==> src/rtl/dcp_pkg.sv <==
package dcp_pkg;

    localparam int DEF_BUFFER_DEPTH = 32;
    localparam int LEN_W            = 6;

    // item kinds on the input channel
    localparam logic [1:0] KIND_DCS   = 2'd0;
    localparam logic [1:0] KIND_GEN   = 2'd1;
    localparam logic [1:0] KIND_PARAM = 2'd2;
    localparam logic [1:0] KIND_END   = 2'd3;

    // pending command mode
    localparam logic [1:0] MODE_NONE = 2'd0;
    localparam logic [1:0] MODE_DCS  = 2'd1;
    localparam logic [1:0] MODE_GEN  = 2'd2;

    // dsi data types
    localparam logic [7:0] DT_DCS_SHORT0 = 8'h05;
    localparam logic [7:0] DT_DCS_SHORT1 = 8'h15;
    localparam logic [7:0] DT_DCS_LONG   = 8'h39;
    localparam logic [7:0] DT_GEN_SHORT1 = 8'h13;
    localparam logic [7:0] DT_GEN_SHORT2 = 8'h23;
    localparam logic [7:0] DT_GEN_LONG   = 8'h29;

    typedef struct packed {
        logic             bank;
        logic [7:0]       dtype;
        logic [LEN_W-1:0] len;
        logic [15:0]      wait_ms;
        logic             ovf;
    } t_job;

    function automatic logic [7:0] pick_type(input logic [1:0] mode,
                                             input logic [LEN_W-1:0] count);
        logic dcs;
        dcs = (mode == MODE_DCS);
        if (count == LEN_W'(1)) begin
            pick_type = dcs ? DT_DCS_SHORT0 : DT_GEN_SHORT1;
        end else if (count == LEN_W'(2)) begin
            pick_type = dcs ? DT_DCS_SHORT1 : DT_GEN_SHORT2;
        end else begin
            pick_type = dcs ? DT_DCS_LONG : DT_GEN_LONG;
        end
    endfunction

endpackage

==> src/rtl/dcp_ram.sv <==
module dcp_ram #(
    parameter int WIDTH = 8,
    parameter int DEPTH = 64
) (
    input  logic                     i_clk,
    input  logic                     i_wr_en,
    input  logic [$clog2(DEPTH)-1:0] i_wr_addr,
    input  logic [WIDTH-1:0]         i_wr_data,
    input  logic [$clog2(DEPTH)-1:0] i_rd_addr,
    output logic [WIDTH-1:0]         o_rd_data
);

    logic [WIDTH-1:0] r_mem [DEPTH];
    logic [WIDTH-1:0] r_rd_data;

    always_ff @(posedge i_clk) begin
        if (i_wr_en) begin
            r_mem[i_wr_addr] <= i_wr_data;
        end
        r_rd_data <= r_mem[i_rd_addr];
    end

    assign o_rd_data = r_rd_data;

endmodule

==> src/rtl/dcp_front.sv <==
module dcp_front #(
    parameter int BUFFER_DEPTH = dcp_pkg::DEF_BUFFER_DEPTH
) (
    input  logic                            i_clk,
    input  logic                            i_rst_n,
    input  logic                            i_in_valid,
    output logic                            o_in_stall,
    input  logic [1:0]                      i_cmd,
    input  logic [7:0]                      i_data_byte,
    input  logic [15:0]                     i_delay_ms,
    input  logic                            i_busy,
    output logic                            o_push,
    output dcp_pkg::t_job                   o_job,
    output logic                            o_wr_en,
    output logic [$clog2(BUFFER_DEPTH):0]   o_wr_addr,
    output logic [7:0]                      o_wr_data
);
    import dcp_pkg::*;

    localparam int IDX_W = $clog2(BUFFER_DEPTH);

    logic [LEN_W-1:0] r_count, n_count;
    logic [1:0]       r_mode, n_mode;
    logic [15:0]      r_delay, n_delay;
    logic             r_drop, n_drop;
    logic             r_bank, n_bank;

    logic             needs_flush;
    logic             accept;
    logic [LEN_W-1:0] base_count;
    logic             room;

    assign needs_flush = (r_mode != MODE_NONE) && (i_cmd != KIND_PARAM);
    assign o_in_stall  = needs_flush && i_busy;
    assign accept      = i_in_valid && !o_in_stall;

    assign base_count = needs_flush ? '0 : r_count;
    assign room       = base_count < LEN_W'(BUFFER_DEPTH);

    assign o_push        = accept && needs_flush;
    assign o_job.bank    = r_bank;
    assign o_job.dtype   = pick_type(r_mode, r_count);
    assign o_job.len     = r_count;
    assign o_job.wait_ms = r_delay;
    assign o_job.ovf     = r_drop;

    assign o_wr_en   = accept && (i_cmd != KIND_END) && room;
    assign o_wr_addr = {n_bank, base_count[IDX_W-1:0]};
    assign o_wr_data = i_data_byte;

    always_comb begin
        n_bank  = needs_flush ? ~r_bank : r_bank;
        n_count = base_count;
        n_mode  = needs_flush ? MODE_NONE : r_mode;
        n_drop  = needs_flush ? 1'b0 : r_drop;
        n_delay = r_delay;
        unique case (i_cmd) inside
            KIND_DCS, KIND_GEN: begin
                n_mode  = (i_cmd == KIND_DCS) ? MODE_DCS : MODE_GEN;
                n_delay = i_delay_ms;
                if (room) begin
                    n_count = base_count + LEN_W'(1);
                end else begin
                    n_drop = 1'b1;
                end
            end
            KIND_PARAM: begin
                if (room) begin
                    n_count = base_count + LEN_W'(1);
                end else begin
                    n_drop = 1'b1;
                end
            end
            default: begin
                n_count = '0;
                n_mode  = MODE_NONE;
                n_drop  = 1'b0;
            end
        endcase
    end

    always_ff @(posedge i_clk) begin
        if (!i_rst_n) begin
            r_count <= '0;
            r_mode  <= MODE_NONE;
            r_delay <= '0;
            r_drop  <= 1'b0;
            r_bank  <= 1'b0;
        end else if (accept) begin
            r_count <= n_count;
            r_mode  <= n_mode;
            r_delay <= n_delay;
            r_drop  <= n_drop;
            r_bank  <= n_bank;
        end
    end

endmodule

==> src/rtl/dcp_job_q.sv <==
module dcp_job_q (
    input  logic          i_clk,
    input  logic          i_rst_n,
    input  logic          i_push,
    input  dcp_pkg::t_job i_job,
    input  logic          i_pop,
    output logic          o_valid,
    output dcp_pkg::t_job o_job
);
    import dcp_pkg::*;

    logic r_valid;
    t_job r_job;

    always_ff @(posedge i_clk) begin
        if (!i_rst_n) begin
            r_valid <= 1'b0;
        end else begin
            r_valid <= i_push || (r_valid && !i_pop);
        end
    end

    always_ff @(posedge i_clk) begin
        if (i_push) begin
            r_job <= i_job;
        end
    end

    assign o_valid = r_valid;
    assign o_job   = r_job;

endmodule

==> src/rtl/dcp_back.sv <==
module dcp_back #(
    parameter int BUFFER_DEPTH = dcp_pkg::DEF_BUFFER_DEPTH
) (
    input  logic                          i_clk,
    input  logic                          i_rst_n,
    input  logic                          i_job_valid,
    input  dcp_pkg::t_job                 i_job,
    output logic                          o_pop,
    output logic                          o_busy,
    output logic [$clog2(BUFFER_DEPTH):0] o_rd_addr,
    input  logic [7:0]                    i_rd_data,
    output logic                          o_out_valid,
    input  logic                          i_out_stall,
    output logic                          o_is_header,
    output logic [7:0]                    o_data_type,
    output logic [dcp_pkg::LEN_W-1:0]     o_length,
    output logic [15:0]                   o_wait_ms,
    output logic [7:0]                    o_payload_byte,
    output logic                          o_overflow,
    output logic                          o_last
);
    import dcp_pkg::*;

    localparam int IDX_W = $clog2(BUFFER_DEPTH);

    localparam logic [1:0] ST_IDLE = 2'd0;
    localparam logic [1:0] ST_HDR  = 2'd1;
    localparam logic [1:0] ST_BYTE = 2'd2;

    logic [1:0]       r_state, n_state;
    logic [LEN_W-1:0] r_idx, n_idx;
    t_job             r_job;
    logic             r_out_valid, n_out_valid;
    logic             r_is_header, r_last, n_last;
    logic [7:0]       r_payload;
    logic             load_hdr, load_byte, can_load;
    logic [LEN_W-1:0] idx_inc;

    assign can_load = !r_out_valid || !i_out_stall;
    assign idx_inc  = r_idx + LEN_W'(1);
    assign o_busy   = (r_state != ST_IDLE);
    // a new job only once the last result of the previous packet has left
    assign o_pop    = (r_state == ST_IDLE) && i_job_valid && can_load;

    // address runs one step ahead so the read data lines up with r_idx
    assign o_rd_addr = {r_job.bank, n_idx[IDX_W-1:0]};

    always_comb begin
        n_state     = r_state;
        n_idx       = r_idx;
        n_out_valid = r_out_valid && i_out_stall;
        n_last      = r_last;
        load_hdr    = 1'b0;
        load_byte   = 1'b0;
        unique case (r_state)
            ST_IDLE: begin
                n_idx = '0;
                if (o_pop) begin
                    n_state = ST_HDR;
                end
            end
            ST_HDR: begin
                n_idx = '0;
                if (can_load) begin
                    load_hdr    = 1'b1;
                    n_out_valid = 1'b1;
                    n_last      = (r_job.len == '0);
                    n_state     = (r_job.len == '0) ? ST_IDLE : ST_BYTE;
                end
            end
            ST_BYTE: begin
                if (can_load) begin
                    load_byte   = 1'b1;
                    n_out_valid = 1'b1;
                    n_idx       = idx_inc;
                    n_last      = (idx_inc == r_job.len);
                    if (idx_inc == r_job.len) begin
                        n_state = ST_IDLE;
                    end
                end
            end
            default: begin
                n_state = ST_IDLE;
            end
        endcase
    end

    always_ff @(posedge i_clk) begin
        if (!i_rst_n) begin
            r_state     <= ST_IDLE;
            r_idx       <= '0;
            r_out_valid <= 1'b0;
        end else begin
            r_state     <= n_state;
            r_idx       <= n_idx;
            r_out_valid <= n_out_valid;
        end
    end

    always_ff @(posedge i_clk) begin
        if (o_pop) begin
            r_job <= i_job;
        end
        if (load_hdr || load_byte) begin
            r_is_header <= load_hdr;
            r_last      <= n_last;
            r_payload   <= load_hdr ? 8'd0 : i_rd_data;
        end
    end

    assign o_out_valid    = r_out_valid;
    assign o_is_header    = r_is_header;
    assign o_data_type    = r_job.dtype;
    assign o_length       = r_job.len;
    assign o_wait_ms      = r_job.wait_ms;
    assign o_payload_byte = r_payload;
    assign o_overflow     = r_job.ovf;
    assign o_last         = r_last;

endmodule

==> src/rtl/dsi_command_packetizer.sv <==
// dsi command packetiser
// input channel: i_in_valid / o_in_stall carries one init item (kind, byte, delay).
// command and parameter bytes go into one of two buffer banks; a dcs or generic
// command stays pending until a non-parameter item arrives, which closes the packet.
// output channel: o_out_valid / i_out_stall carries one header result followed by
// one result per buffered byte, the final one flagged with o_last.
// throughput: an item that only collects a byte is taken every cycle; an item that
// closes a packet is held (o_in_stall) while the job queue holds a job or the back
// end is still sending the previous packet, whose bytes are limited by the single
// read port of the byte buffer (one byte per cycle while the output is not stalled).
// header: the closing item's job passes the job queue register and the ST_HDR state.
// reset (synchronous, active low) clears the pending command, counts, queue and
// output valid; buffer contents are not cleared and need not be.
// a receiver stall holds the output register; bytes keep being collected meanwhile.
module dsi_command_packetizer #(
    parameter int BUFFER_DEPTH = dcp_pkg::DEF_BUFFER_DEPTH
) (
    input  logic                      i_clk,
    input  logic                      i_rst_n,
    input  logic                      i_in_valid,
    output logic                      o_in_stall,
    input  logic [1:0]                i_cmd,
    input  logic [7:0]                i_data_byte,
    input  logic [15:0]               i_delay_ms,
    output logic                      o_out_valid,
    input  logic                      i_out_stall,
    output logic                      o_is_header,
    output logic [7:0]                o_data_type,
    output logic [dcp_pkg::LEN_W-1:0] o_length,
    output logic [15:0]               o_wait_ms,
    output logic [7:0]                o_payload_byte,
    output logic                      o_overflow,
    output logic                      o_last
);
    import dcp_pkg::*;

    // two banks of the byte buffer, bank select on the top address bit
    localparam int ADDR_W = $clog2(BUFFER_DEPTH) + 1;

    logic              push;
    t_job              push_job;
    logic              q_valid;
    t_job              q_job;
    logic              pop;
    logic              back_busy;
    logic              wr_en;
    logic [ADDR_W-1:0] wr_addr;
    logic [7:0]        wr_data;
    logic [ADDR_W-1:0] rd_addr;
    logic [7:0]        rd_data;

    // front end: decodes items, keeps pending command, fills the buffer
    dcp_front #(
        .BUFFER_DEPTH (BUFFER_DEPTH)
    ) u_front (
        .i_clk       (i_clk),
        .i_rst_n     (i_rst_n),
        .i_in_valid  (i_in_valid),
        .o_in_stall  (o_in_stall),
        .i_cmd       (i_cmd),
        .i_data_byte (i_data_byte),
        .i_delay_ms  (i_delay_ms),
        .i_busy      (q_valid || back_busy),
        .o_push      (push),
        .o_job       (push_job),
        .o_wr_en     (wr_en),
        .o_wr_addr   (wr_addr),
        .o_wr_data   (wr_data)
    );

    // one-entry packet job queue between front and back
    dcp_job_q u_job_q (
        .i_clk   (i_clk),
        .i_rst_n (i_rst_n),
        .i_push  (push),
        .i_job   (push_job),
        .i_pop   (pop),
        .o_valid (q_valid),
        .o_job   (q_job)
    );

    dcp_ram #(
        .WIDTH (8),
        .DEPTH (2 ** ADDR_W)
    ) u_buf (
        .i_clk     (i_clk),
        .i_wr_en   (wr_en),
        .i_wr_addr (wr_addr),
        .i_wr_data (wr_data),
        .i_rd_addr (rd_addr),
        .o_rd_data (rd_data)
    );

    // back end: sends header then payload bytes of the closed bank
    dcp_back #(
        .BUFFER_DEPTH (BUFFER_DEPTH)
    ) u_back (
        .i_clk          (i_clk),
        .i_rst_n        (i_rst_n),
        .i_job_valid    (q_valid),
        .i_job          (q_job),
        .o_pop          (pop),
        .o_busy         (back_busy),
        .o_rd_addr      (rd_addr),
        .i_rd_data      (rd_data),
        .o_out_valid    (o_out_valid),
        .i_out_stall    (i_out_stall),
        .o_is_header    (o_is_header),
        .o_data_type    (o_data_type),
        .o_length       (o_length),
        .o_wait_ms      (o_wait_ms),
        .o_payload_byte (o_payload_byte),
        .o_overflow     (o_overflow),
        .o_last         (o_last)
    );

endmodule
==> config.mk <==
export PLATFORM = sky130hd
export DESIGN_NAME = dsi_command_packetizer
export DESIGN_NICKNAME = d
export VERILOG_FILES = /design/src/rtl/dcp_pkg.sv /design/src/rtl/dcp_ram.sv /design/src/rtl/dcp_front.sv /design/src/rtl/dcp_job_q.sv /design/src/rtl/dcp_back.sv /design/src/rtl/dsi_command_packetizer.sv
export SDC_FILE = /design/constraint.sdc
export NUM_CORES = 1
export LEC_CHECK = 0
export BUFFER_PORTS_ARGS = -buffer_cell sky130_fd_sc_hd__buf_2
export CAP_MARGIN = 40
export CORE_ASPECT_RATIO = 0.6
export CORE_UTILIZATION = 45
export CTS_CLUSTER_SIZE = 20
export DETAILED_ROUTE_END_ITERATION = 10
export GPL_TIMING_DRIVEN = 0
export PLACE_DENSITY = 0.68
export REMOVE_ABC_BUFFERS = 1
export SKIP_LAST_GASP = 1
export SLEW_MARGIN = 25
export SYNTH_ARGS = -nofsm -noshare
export SYNTH_HDL_FRONTEND = slang
export SYNTH_HIERARCHICAL = 1
export SYNTH_SLANG_ARGS = --single-unit
export TNS_END_PERCENT = 100
==> constraint.sdc <==
create_clock -name i_clk -period 10.4 [get_ports i_clk]
set_clock_uncertainty 0.2 [all_clocks]
set_input_delay 0.52 -clock i_clk [delete_from_list [all_inputs] [get_ports i_clk]]
set_output_delay 0.52 -clock i_clk [all_outputs]
set_load 0.02 [all_outputs]
# Yosys cells after proc, flatten, opt, wreduce, memory -nomap -nowiden
# Memories as Yosys holds them, arrays and structs flattened. A register that Yosys moved wholly into a read port is not among the register bits.
# Index checks and enable logic that the tools add are counted.
dict set report op_classes {
  n_reduce_logical 35
  n_mux 33
  order_cmp 1
  bitwise_logic 1
  multipliers 0
  div_mod_pow 0
  n_addsub 2
  shifts 0
  eq_ne 16
}
# operator n
set op_table {}
lappend op_table {{2-to-1 mux 6 bit} 5}
lappend op_table {{2-to-1 mux 8 bit} 2}
lappend op_table {{2-to-1 mux 2 bit} 7}
lappend op_table {{2-to-1 mux 1 bit} 13}
lappend op_table {{adder 6 x 1 -> 6 bit, second input constant} 2}
lappend op_table {{case mux 6 bit (2 select lines)} 1}
lappend op_table {{logical AND 1 bit} 10}
lappend op_table {{2-to-1 mux 5 bit} 2}
lappend op_table {{inequality test 2 x 1 -> 1 bit, second input constant} 4}
lappend op_table {{AND reduction 2 bit} 4}
lappend op_table {{AND reduction 4 bit} 2}
lappend op_table {{nonzero test 2 bit} 4}
lappend op_table {{== test 2 x 1 -> 1 bit, second input constant} 3}
lappend op_table {{== test 6 x 1 -> 1 bit, second input constant} 1}
lappend op_table {{== test 6 x 2 -> 1 bit, second input constant} 1}
lappend op_table {{== test 6 bit} 1}
lappend op_table {{logical NOT 6 bit} 1}
lappend op_table {{< comparator 6 bit, second input constant} 1}
lappend op_table {{inequality test 2 bit, second input constant} 3}
lappend op_table {{case mux 2 bit (3 select lines)} 1}
lappend op_table {{OR reduction 2 bit} 3}
lappend op_table {{== test 2 bit, second input constant} 2}
lappend op_table {{logical NOT 1 bit} 4}
lappend op_table {{logical NOT 2 bit} 2}
lappend op_table {{6 further kinds} 9}
dict set report totals {
  wordCells 112
  ramBits 512
  rom_bits 0
  latchBits 0
  register_bits 110
  in_bits 30
  output_inout_bits 43
  n_memories 1
}
# name depth word_bits rd rd_ports_with_merged_regs wr line_no
set mem_list {}
lappend mem_list {u_buf.r_mem 64 8 1 1 1 dcp_ram.sv:13} ;# logic [WIDTH-1:0] r_mem [DEPTH];

# Logic depth before layout (Yosys ltp)
# Gate-level depths: netlist of run 1.
dict set report depth {
  word_depth 9
  mapped_depth 15
  depth_no_buf 10
}

# Hierarchy
# Netlist of run 1, hierarchy kept.
# module seq_area_each_um2 area_per_inst_um2 instances cells_each
set by_module_without_submodules {}
lappend by_module_without_submodules {dcp_ram 15534.9 20166.8 1 940}
lappend by_module_without_submodules {dcp_back 1441.4 2125.8 1 152}
lappend by_module_without_submodules {dcp_front 520.5 1410.1 1 180}
lappend by_module_without_submodules {dcp_job_q 980.9 1002.2 1 35}
lappend by_module_without_submodules {dsi_command_packetizer 0.0 6.3 1 1}

# Worst setup path before layout of run 1
# Ideal clock, no wire load.
dict set report synth_timing {
  path_type {flip-flop to flip-flop}
  startpoint {register u_back.r_state[0]}
  endpoint {register u_job_q.r_job, in the netlist u_job_q/o_job[0], enable pin}
  setup_ns 0.446
  path_buffers 0
  setup_slack_ns 6.820
  period_less_slack_ns 3.580
  t_required_ns 9.754
  stages_incl_launch_ff 6
  arrival_ns 2.934
  path_cell_list {dfxtp_1 inv_1 ha_1 inv_1 or2_1 nor4_2}
}
dict set report synth_via {
  elab_chain_len 6
}
# item line_no
set synth_rtl {}
lappend synth_rtl {{from (decl)} dcp_back.sv:30} ;# logic [1:0] r_state, n_state;
lappend synth_rtl {{from (signal assigned)} dcp_back.sv:94} ;# r_state <= n_state;
lappend synth_rtl {{nonzero test 2 bit} dcp_back.sv:41} ;# assign o_busy = (r_state != ST_IDLE);
lappend synth_rtl {{via back_busy} dsi_command_packetizer.sv:45} ;# logic back_busy;
lappend synth_rtl {{logical OR 1 bit} dsi_command_packetizer.sv:63} ;# .i_busy (q_valid || back_busy),
lappend synth_rtl {{logical AND 1 bit} dcp_front.sv:34} ;# assign o_in_stall = needs_flush && i_busy;
lappend synth_rtl {{logical NOT 1 bit} dcp_front.sv:35} ;# assign accept = i_in_valid && !o_in_stall;
lappend synth_rtl {{logical AND 1 bit} dcp_front.sv:35}
lappend synth_rtl {{logical AND 1 bit} dcp_front.sv:40} ;# assign o_push = accept && needs_flush;
lappend synth_rtl {{via push} dsi_command_packetizer.sv:40} ;# logic push;
lappend synth_rtl {{to (signal assigned)} dcp_job_q.sv:25} ;# r_job <= i_job;
lappend synth_rtl {{to (decl)} dcp_job_q.sv:13} ;# t_job r_job;
# The timed path passes the listed nets, and every way through them passes these cells.
# A chain may end at the register's enable or synchronous reset.

# Worst setup path after layout of run 1
dict set report layout_timing {
  startpoint {register u_back.r_state[0]}
  endpoint {register u_buf.r_rd_data[3] (netlist: u_buf/o_rd_data[3]) (read register of u_buf.r_mem)}
}
dict set report layout_via {
  elab_chain_len 3
  elab_cells_between_ends 5
  classes_between {2 x eq/ne; 1 x mux; 2 x reduce/logical}
}
# item line_no
set layout_rtl {}
lappend layout_rtl {{== test 2 x 1 -> 1 bit or logical NOT 2 bit (tied branches)} dcp_back.sv:55} ;# unique case (r_state)
lappend layout_rtl {{OR reduction 2 bit (no line)} --}
lappend layout_rtl {{case mux 6 bit (2 select lines) *} dcp_back.sv:55}
lappend layout_rtl {{via rd_addr[0]} dsi_command_packetizer.sv:49} ;# logic [ADDR_W-1:0] rd_addr;
lappend layout_rtl {{to (decl)} dcp_ram.sv:14} ;# logic [WIDTH-1:0] r_rd_data;
# The timed path passes the listed nets; every way through them passes the cells marked *.

==> summary.md, run 1 <==
| Metric | Value |
|---|---|
| Worst Slack Setup Final | `5.84 ns` |
| Syn_area_per_cell | `18.9 um2` |
| Hold depth | `3` |
| I/O Buffers | `72` |
| Latest clock arrival within the worst-skew pair | `0.59 ns` |
| R2r setup slk | `5.84 ns` |
| Clock buffer count from CTS | `56` |
| Final period util | `0.438` |
| Peak VDD IR | `0.138 mV` |
| Synth unique cells | `74` |
| Vias | `12600` |
| Clock Sinks | `630` |
| Wire length per cell | `24.2 um` |
| Leak | `8.88 nW` |
| GRT Overall Usage | `0.190` |
| FP Rows | `66` |
| Core Footprint | `0.0542 mm2` |
| Tmin final | `4.56 ns` |
| R2R Path Start | `u_back/r_state[0]` |
| Chip width | `305 um` |
| Crit path from | `u_back/r_state[0]` |
| I/O pin cnt | `73` |
| Setup CP Type | `reg2reg` |
| Slew Viols, Final | `0` |
| Main synth FF type | `edfxtp_1` |
| Async SR Flop Fraction | `0` |
| Die area | `0.0559 mm2` |
| Design area | `0.0284 mm2` |
| CP required | `10.63 ns` |
| YS warnings | `6` |
| Critical path fanouts, max | `27` |
| First-pass GRT wire length | `78900 um` |
| Setup WS pre-CTS | `5.66 ns` |
| Clock transition at the registers of the reported paths | `0.07 ns` |
| Starting density of the core | `0.456` |
| DP Cell Count | `2044` |
| Area leader, netlist | `edfxtp_1` |
| CTS tree | `yes` |
| Mapped cell area | `0.0247 mm2` |
| Worst setup path end | `u_buf/o_rd_data[3]` |
| Number of H-tree levels | `2` |
| Most frequent cells in the layout | `edfxtp_1, mux4_2, nor2_1` |
| Sequential area share after synthesis | `0.748` |
| Pin count of the biggest net entering global routing | `65` |
| Post-synth EDFFs | `586` |
| Share of layout cells above drive strength 1 | `0.268` |
| Commonest non-fill, non-tap cell in the layout | `edfxtp_1` |
| P per Cell Area | `187 mW/mm2` |
| Status | `complete, no violations` |
| Area growth from synthesis to layout | `14.8%` |
| Antenna-violating nets left | `0` |
| Initial antenna violation count | `0` |
| Util after Layout | `0.524` |
| RSZ-0062 raised after global routing | `no` |
| Reg2Reg Depth | `10` |
| Startpoint types | `register` |
| Worst Hold Class | `in2reg` |
| Final setup violation count | `0` |
| CTS max path bufs | `3` |
| Crit. End Element | `register` |
| RR Endpoint | `u_buf/o_rd_data[3]` |
| Routability cong. | `0.851` |
| Number of remaining DRC errors | `0` |
| Max Fclk | `219 MHz` |
| GR Overflow Total | `0` |
| Max-cap violations | `0` |
| Synth top area cells | `edfxtp_1, mux4_2, dfxtp_1` |
| Hold Vio Cnt, Final | `0` |
| #FFs+latches synth | `630` |
| Synth top area share | `0.712` |
| Nets | `1477` |
| Cells after synthesis | `1308` |
| DIE HEIGHT | `184 um` |
| Iter 0 DRT Violations | `1468` |
| Vias in the first global route | `12200` |
| Slew headroom | `0.342` |
| Worst slew pin tran | `0.984 ns` |
| First-pass detailed-route iteration total | `5` |
| Vias/cell | `5.74` |
| Arr. time, crit path | `4.79 ns` |
| Cell Area, Placed | `0.0261 mm2` |
| Final Non-Filler Cells | `2200` |
| Clock Tree Root | `clkbuf_16` |
| Dpl hpwl | `34200 um` |
| Routed WL | `53200 um` |
[worst max-delay path: stages (launching register included)]
cell and delay (ns):
dfxtp_1 0.34, ha_1 0.36, nand2b_1 0.22, o21ai_0 0.23, a22o_4 0.44, buf_12 0.27, buf_12 0.27, buf_12 0.26
mux4_2 0.57, a2111oi_1 0.92, o41ai_1 0.25
[registers in the layout (all words and copies together) (netlist names), 2 cells and up]
name / flops
u_back/o_length: 6
u_buf/r_mem: 512
u_back/r_state: 2
u_back/o_data_type: 8
u_buf/o_rd_data: 8
u_back/o_wait_ms: 16
u_front/r_count: 6
u_job_q/o_job: 32
u_back/o_payload_byte: 8
u_front/r_mode: 2
u_back/r_idx: 6
u_front/r_delay: 16
[metal layers]
| metal | vias up | wire length, um | global-route usage |
|---|---|---|---|
| met5 | - | 0 | 0 |
| li1 | 5493 | - | - |
| met2 | 464 | 22800 | 0.269 |
| met3 | 67 | 4460 | 0.0402 |
| met4 | 0 | 812 | 0.0428 |
| met1 | 6614 | 25100 | 0.300 |
[power breakdown]
part | switching (mW) | total (mW) | internal [mW]
registers | 0.0206 | 2.84 | 2.82
clock network | 0.908 | 2.09 | 1.18
logic | 0.236 | 0.382 | 0.146
total | 1.16 | 5.31 | 4.15
[cells by family (layout without fill, tap and decap cells)]
kind of cell	after synthesis	after routing	share of synthesized area
buffers and inverters	98	274	0.0233
AOI/OAI and AO/OA	122	122	0.0357
muxes	165	165	0.131
DFF	630	630	0.748
and+or+nand+nor	271	271	0.0534
other	2	4	0.000304
xor gates and xnor gates	13	13	0.00461
adders and majority gates	7	7	0.00354
[how the worst min path moves through the flow]
stage                                  from               endpoint  slack (ns)
after floorplan           u_job_q/o_job[23]  u_back/o_data_type[0]        0.20
after global placement    u_job_q/o_job[15]   u_back/o_wait_ms[14]        0.20
after detailed placement  u_job_q/o_job[23]  u_back/o_data_type[0]        0.21
after CTS                          i_cmd[0]      u_front/r_mode[1]       0.004
after global routing               i_cmd[0]      u_front/r_mode[1]        0.02
final                              i_cmd[0]      u_front/r_mode[1]        0.03
[Yosys cell counts, types with 5 or more instances]
library cell	n
a21oi_1	18
a221oi_1	6
and2_1	15
buf_2	17
buf_4	33
clkbuf_1	27
dfxtp_1	44
edfxtp_1	586
ha_1	7
inv_1	8
mux2_2	13
mux2i_1	25
mux4_2	126
nand2_1	56
nand2b_1	10
nand3_1	26
nand4_1	6
nor2_1	97
nor2b_1	24
nor3_1	11
o21a_1	5
o21ai_0	24
o221ai_1	8
o22ai_1	12
xnor2_1	9
[cell type report]
type | instances | area, um2
inverter | 10 | 37.5
multi-input combinational | 581 | 5730
clock inverter | 36 | 333
timing repair buffer | 161 | 1350
tap | 714 | 893
clock buffer | 67 | 1540
sequential | 630 | 18500
fill | 4214 | 25800
antenna | 1 | 2.50
[stage by stage]
| stage | setup TNS, ns | hold slack (ns) | power [mW] |
|---|---|---|---|
| CTS | 0 | 0.00444 | 5.35 |
| detailed placement | 0 | 0.207 | 3.28 |
| global route | 0 | 0.0250 | 5.47 |
| floorplan | 0 | 0.200 | 3.12 |
| global placement | -0.458 | 0.202 | 3.26 |
| finish | 0 | 0.0298 | 5.31 |
[what timing repair did]
action                     in CTS  in global routing
setup buffers                   0                  0
hold buffers                   16                  0
setup endpoints to repair       0                  0
hold endpoints to repair       16                  0
resized for setup               0                  0
No activity file was read; power rests on OpenSTA's default activity.
==> run 2, diff against run 1 <==
Clock period 10.4 ns to 4.78 ns, I/O delays scaled along.
==> run 2 against run 1 <==
Against the previous run: utilization up 0.50 points; register-to-register slack got worse by 5.7 ns; die area stayed put; routed wire length rose by 0.54%; sequential cell count unchanged; via count grew 1.3%; design area rose by 0.95%.
==> summary.md, run 2 (same netlist as run 1, synthesis figures left out) <==
| Metric | Value |
|---|---|
| Clock transition at the registers of the reported paths | `0.07 ns (about the same)` |
| Cell Area, Placed | `0.0261 mm2 (unchanged)` |
| Wire length per cell | `24.0 um (-0.68%)` |
| Core Footprint | `0.0542 mm2 (unchanged)` |
| Design area | `0.0286 mm2 (+0.95%)` |
| Most frequent cells in the layout | `edfxtp_1, mux4_2, nor2_1` |
| Area growth from synthesis to layout | `15.9%` |
| Leak | `9.03 nW (+1.7%)` |
| Initial antenna violation count | `0 (unchanged)` |
| CTS tree | `yes` |
| Crit path from | `u_back/r_state[0]` |
| Final Non-Filler Cells | `2227 (+1.2%)` |
| CTS max path bufs | `3 (unchanged)` |
| Worst slew pin tran | `0.998 ns (+0.0136 ns)` |
| Slew Viols, Final | `0 (unchanged)` |
| Peak VDD IR | `0.303 mV (+120%)` |
| DIE HEIGHT | `184 um (unchanged)` |
| Dpl hpwl | `34200 um (unchanged)` |
| Startpoint types | `register` |
| DP Cell Count | `2044 (unchanged)` |
| Multi-input logic area | `0.00573 mm2 (unchanged)` |
| Number of H-tree levels | `2 (unchanged)` |
| Clock buffer count from CTS | `56 (unchanged)` |
| Post-CTS setup buffers | `0 (unchanged)` |
| Starting density of the core | `0.456 (unchanged)` |
| Max-cap violations | `0 (unchanged)` |
| Crit. End Element | `register` |
| CP required | `5.06 ns (-5.57 ns)` |
| GR Overflow Total | `0 (unchanged)` |
| Die area | `0.0559 mm2 (unchanged)` |
| Antenna-violating nets left | `0 (unchanged)` |
| FP Rows | `66 (unchanged)` |
| Clock Sinks | `630 (unchanged)` |
| RSZ-0062 raised after global routing | `no` |
| Vias | `12800 (+1.3%)` |
| Routed WL | `53500 um (+0.54%)` |
| Iter 0 DRT Violations | `1422 (-3.1%)` |
| Sw frac | `0.219 (about the same)` |
| P per Cell Area | `404 mW/mm2 (+120%)` |
| Critical path fanouts, max | `27 (unchanged)` |
| Worst Hold Class | `in2reg` |
| Clock group share of total power | `0.392 (about the same)` |
| R2R Path Start | `u_back/r_state[0]` |
| R2r setup slk | `0.19 ns (-5.65 ns)` |
| Filler cell count | `4182 (-0.76%)` |
| Final period util | `0.961 (+0.523)` |
| Vias in the first global route | `12400 (+1.3%)` |
| Arr. time, crit path | `4.87 ns (+0.08 ns)` |
| Nets | `1504 (+1.8%)` |
| Latest clock arrival within the worst-skew pair | `0.59 ns (about the same)` |
| Top reg by flops | `u_buf/r_mem` |
| Chip width | `305 um (unchanged)` |
| Util after Layout | `0.529 (+0.00499)` |
| Gate power share | `0.073 (about the same)` |
| Max Fclk | `218 MHz (-0.75%)` |
| Pin count of the biggest net entering global routing | `65 (unchanged)` |
| GRT Overall Usage | `0.191 (+0.00135)` |
| RR Endpoint | `u_buf/o_rd_data[6]` |
| Clock Tree Root | `clkbuf_16` |
| Commonest non-fill, non-tap cell in the layout | `edfxtp_1` |
| I/O pin cnt | `73 (unchanged)` |
| Vias/cell | `5.75 (about the same)` |
| Reg power frac | `0.535 (about the same)` |
| Final setup violation count | `0 (unchanged)` |
| Share of layout cells above drive strength 1 | `0.263 (-0.00479)` |
| Setup CP Type | `reg2reg` |
| Reg2Reg Depth | `12 (+2)` |
| Hold Vio Cnt, Final | `0 (unchanged)` |
| Status | `complete, no violations` |
| First-pass detailed-route iteration total | `5 (unchanged)` |
| First-pass GRT wire length | `79500 um (+0.80%)` |
| Routability cong. | `0.851 (unchanged)` |
| Number of remaining DRC errors | `0 (unchanged)` |
| Register area | `0.0185 mm2 (unchanged)` |
| Slew headroom | `0.328 (-0.0136)` |
| I/O Buffers | `72 (unchanged)` |
| Setup TNS Final | `0 ns (unchanged)` |
| P_int | `9.04 mW (+120%)` |
| Worst setup path end | `u_buf/o_rd_data[6]` |
| Tmin final | `4.59 ns (+0.0343 ns)` |
| Max reg flops | `512 (unchanged)` |
| Switching power | `2.54 mW (+120%)` |
-- run 2: cell types whose count changed in the layout (fill, tap and decap cells not counted) --
cell / before / now
dlygate4sd3_1: 16 / 43
-- run 2: metrics by stage --
stage / power, mW / worst slack (ns) / hold WS, ns
4_1_cts: 11.7 / 0.0613 / 0.00366
5_1_grt: 11.9 / 0.0211 / 0.0174
2_1_floorplan: 6.79 / -1.37 / 0.138
3_5_place_dp: 7.13 / 0.0407 / 0.207
6_report: 11.6 / 0.186 / 0.00762
3_3_place_gp: 7.09 / -5.88 / 0.202
-- run 2: repair_timing --
| action | CTS | global route |
|---|---|---|
| gates resized for setup | 0 | 0 |
| hold endpoints to repair | 141 | 0 |
| hold buffers | 43 | 0 |
-- run 2: cell type report --
class	count	area share
inverter	10	0.00131
sequential	630	0.645
timing repair buffer	188	0.0565
clock inverter	36	0.0116
clock buffer	67	0.0536
tap	714	0.0312
multi-input combinational	581	0.200
antenna	1	0.0000874
-- run 2: critical path, cell delays in order (launching register included) --
cell,delay [ns]
dfxtp_1,0.34
ha_1,0.36
nand2b_1,0.23
o21ai_0,0.23
a22o_4,0.44
buf_12,0.27
buf_12,0.27
buf_12,0.26
mux4_2,0.26
nor2_1,0.06
nor4_1,0.87
nor3_1,0.18
o32ai_1,0.43
-- run 2: worst min-delay path by stage --
stage               slack [ns]  cells past startpoint               from                    end
detailed placement        0.21                      0  u_job_q/o_job[23]  u_back/o_data_type[0]
CTS                      0.004                      4           i_cmd[1]         u_front/r_drop
global route              0.02                      1     i_data_byte[1]     u_buf/r_mem[63][1]
floorplan                 0.14                      0     i_data_byte[0]      u_buf/r_mem[0][0]
finish                   0.008                      1     i_data_byte[1]     u_buf/r_mem[61][1]
global placement          0.20                      0  u_job_q/o_job[15]   u_back/o_wait_ms[14]
-- run 2: routing by layer --
layer | up-vias | share of wire | track usage | wire [um]
li1 | 5552 | - | - | -
met1 | 6624 | 0.47 | 0.302 | 25000
met2 | 554 | 0.43 | 0.272 | 22900
met3 | 67 | 0.089 | 0.0400 | 4760
met4 | 0 | 0.015 | 0.0428 | 810
met5 | - | 0 | 0 | 0
-- run 2: power groups by stage --
stage / Combinational, mW / Sequential, mW / Clock (mW)
after global routing: 0.911 / 6.19 / 4.82
after CTS: 0.851 / 6.19 / 4.62
after detailed placement: 0.821 / 6.31 / 0
after floorplan: 0.452 / 6.34 / 0
final: 0.849 / 6.19 / 4.54
after global placement: 0.780 / 6.31 / 0
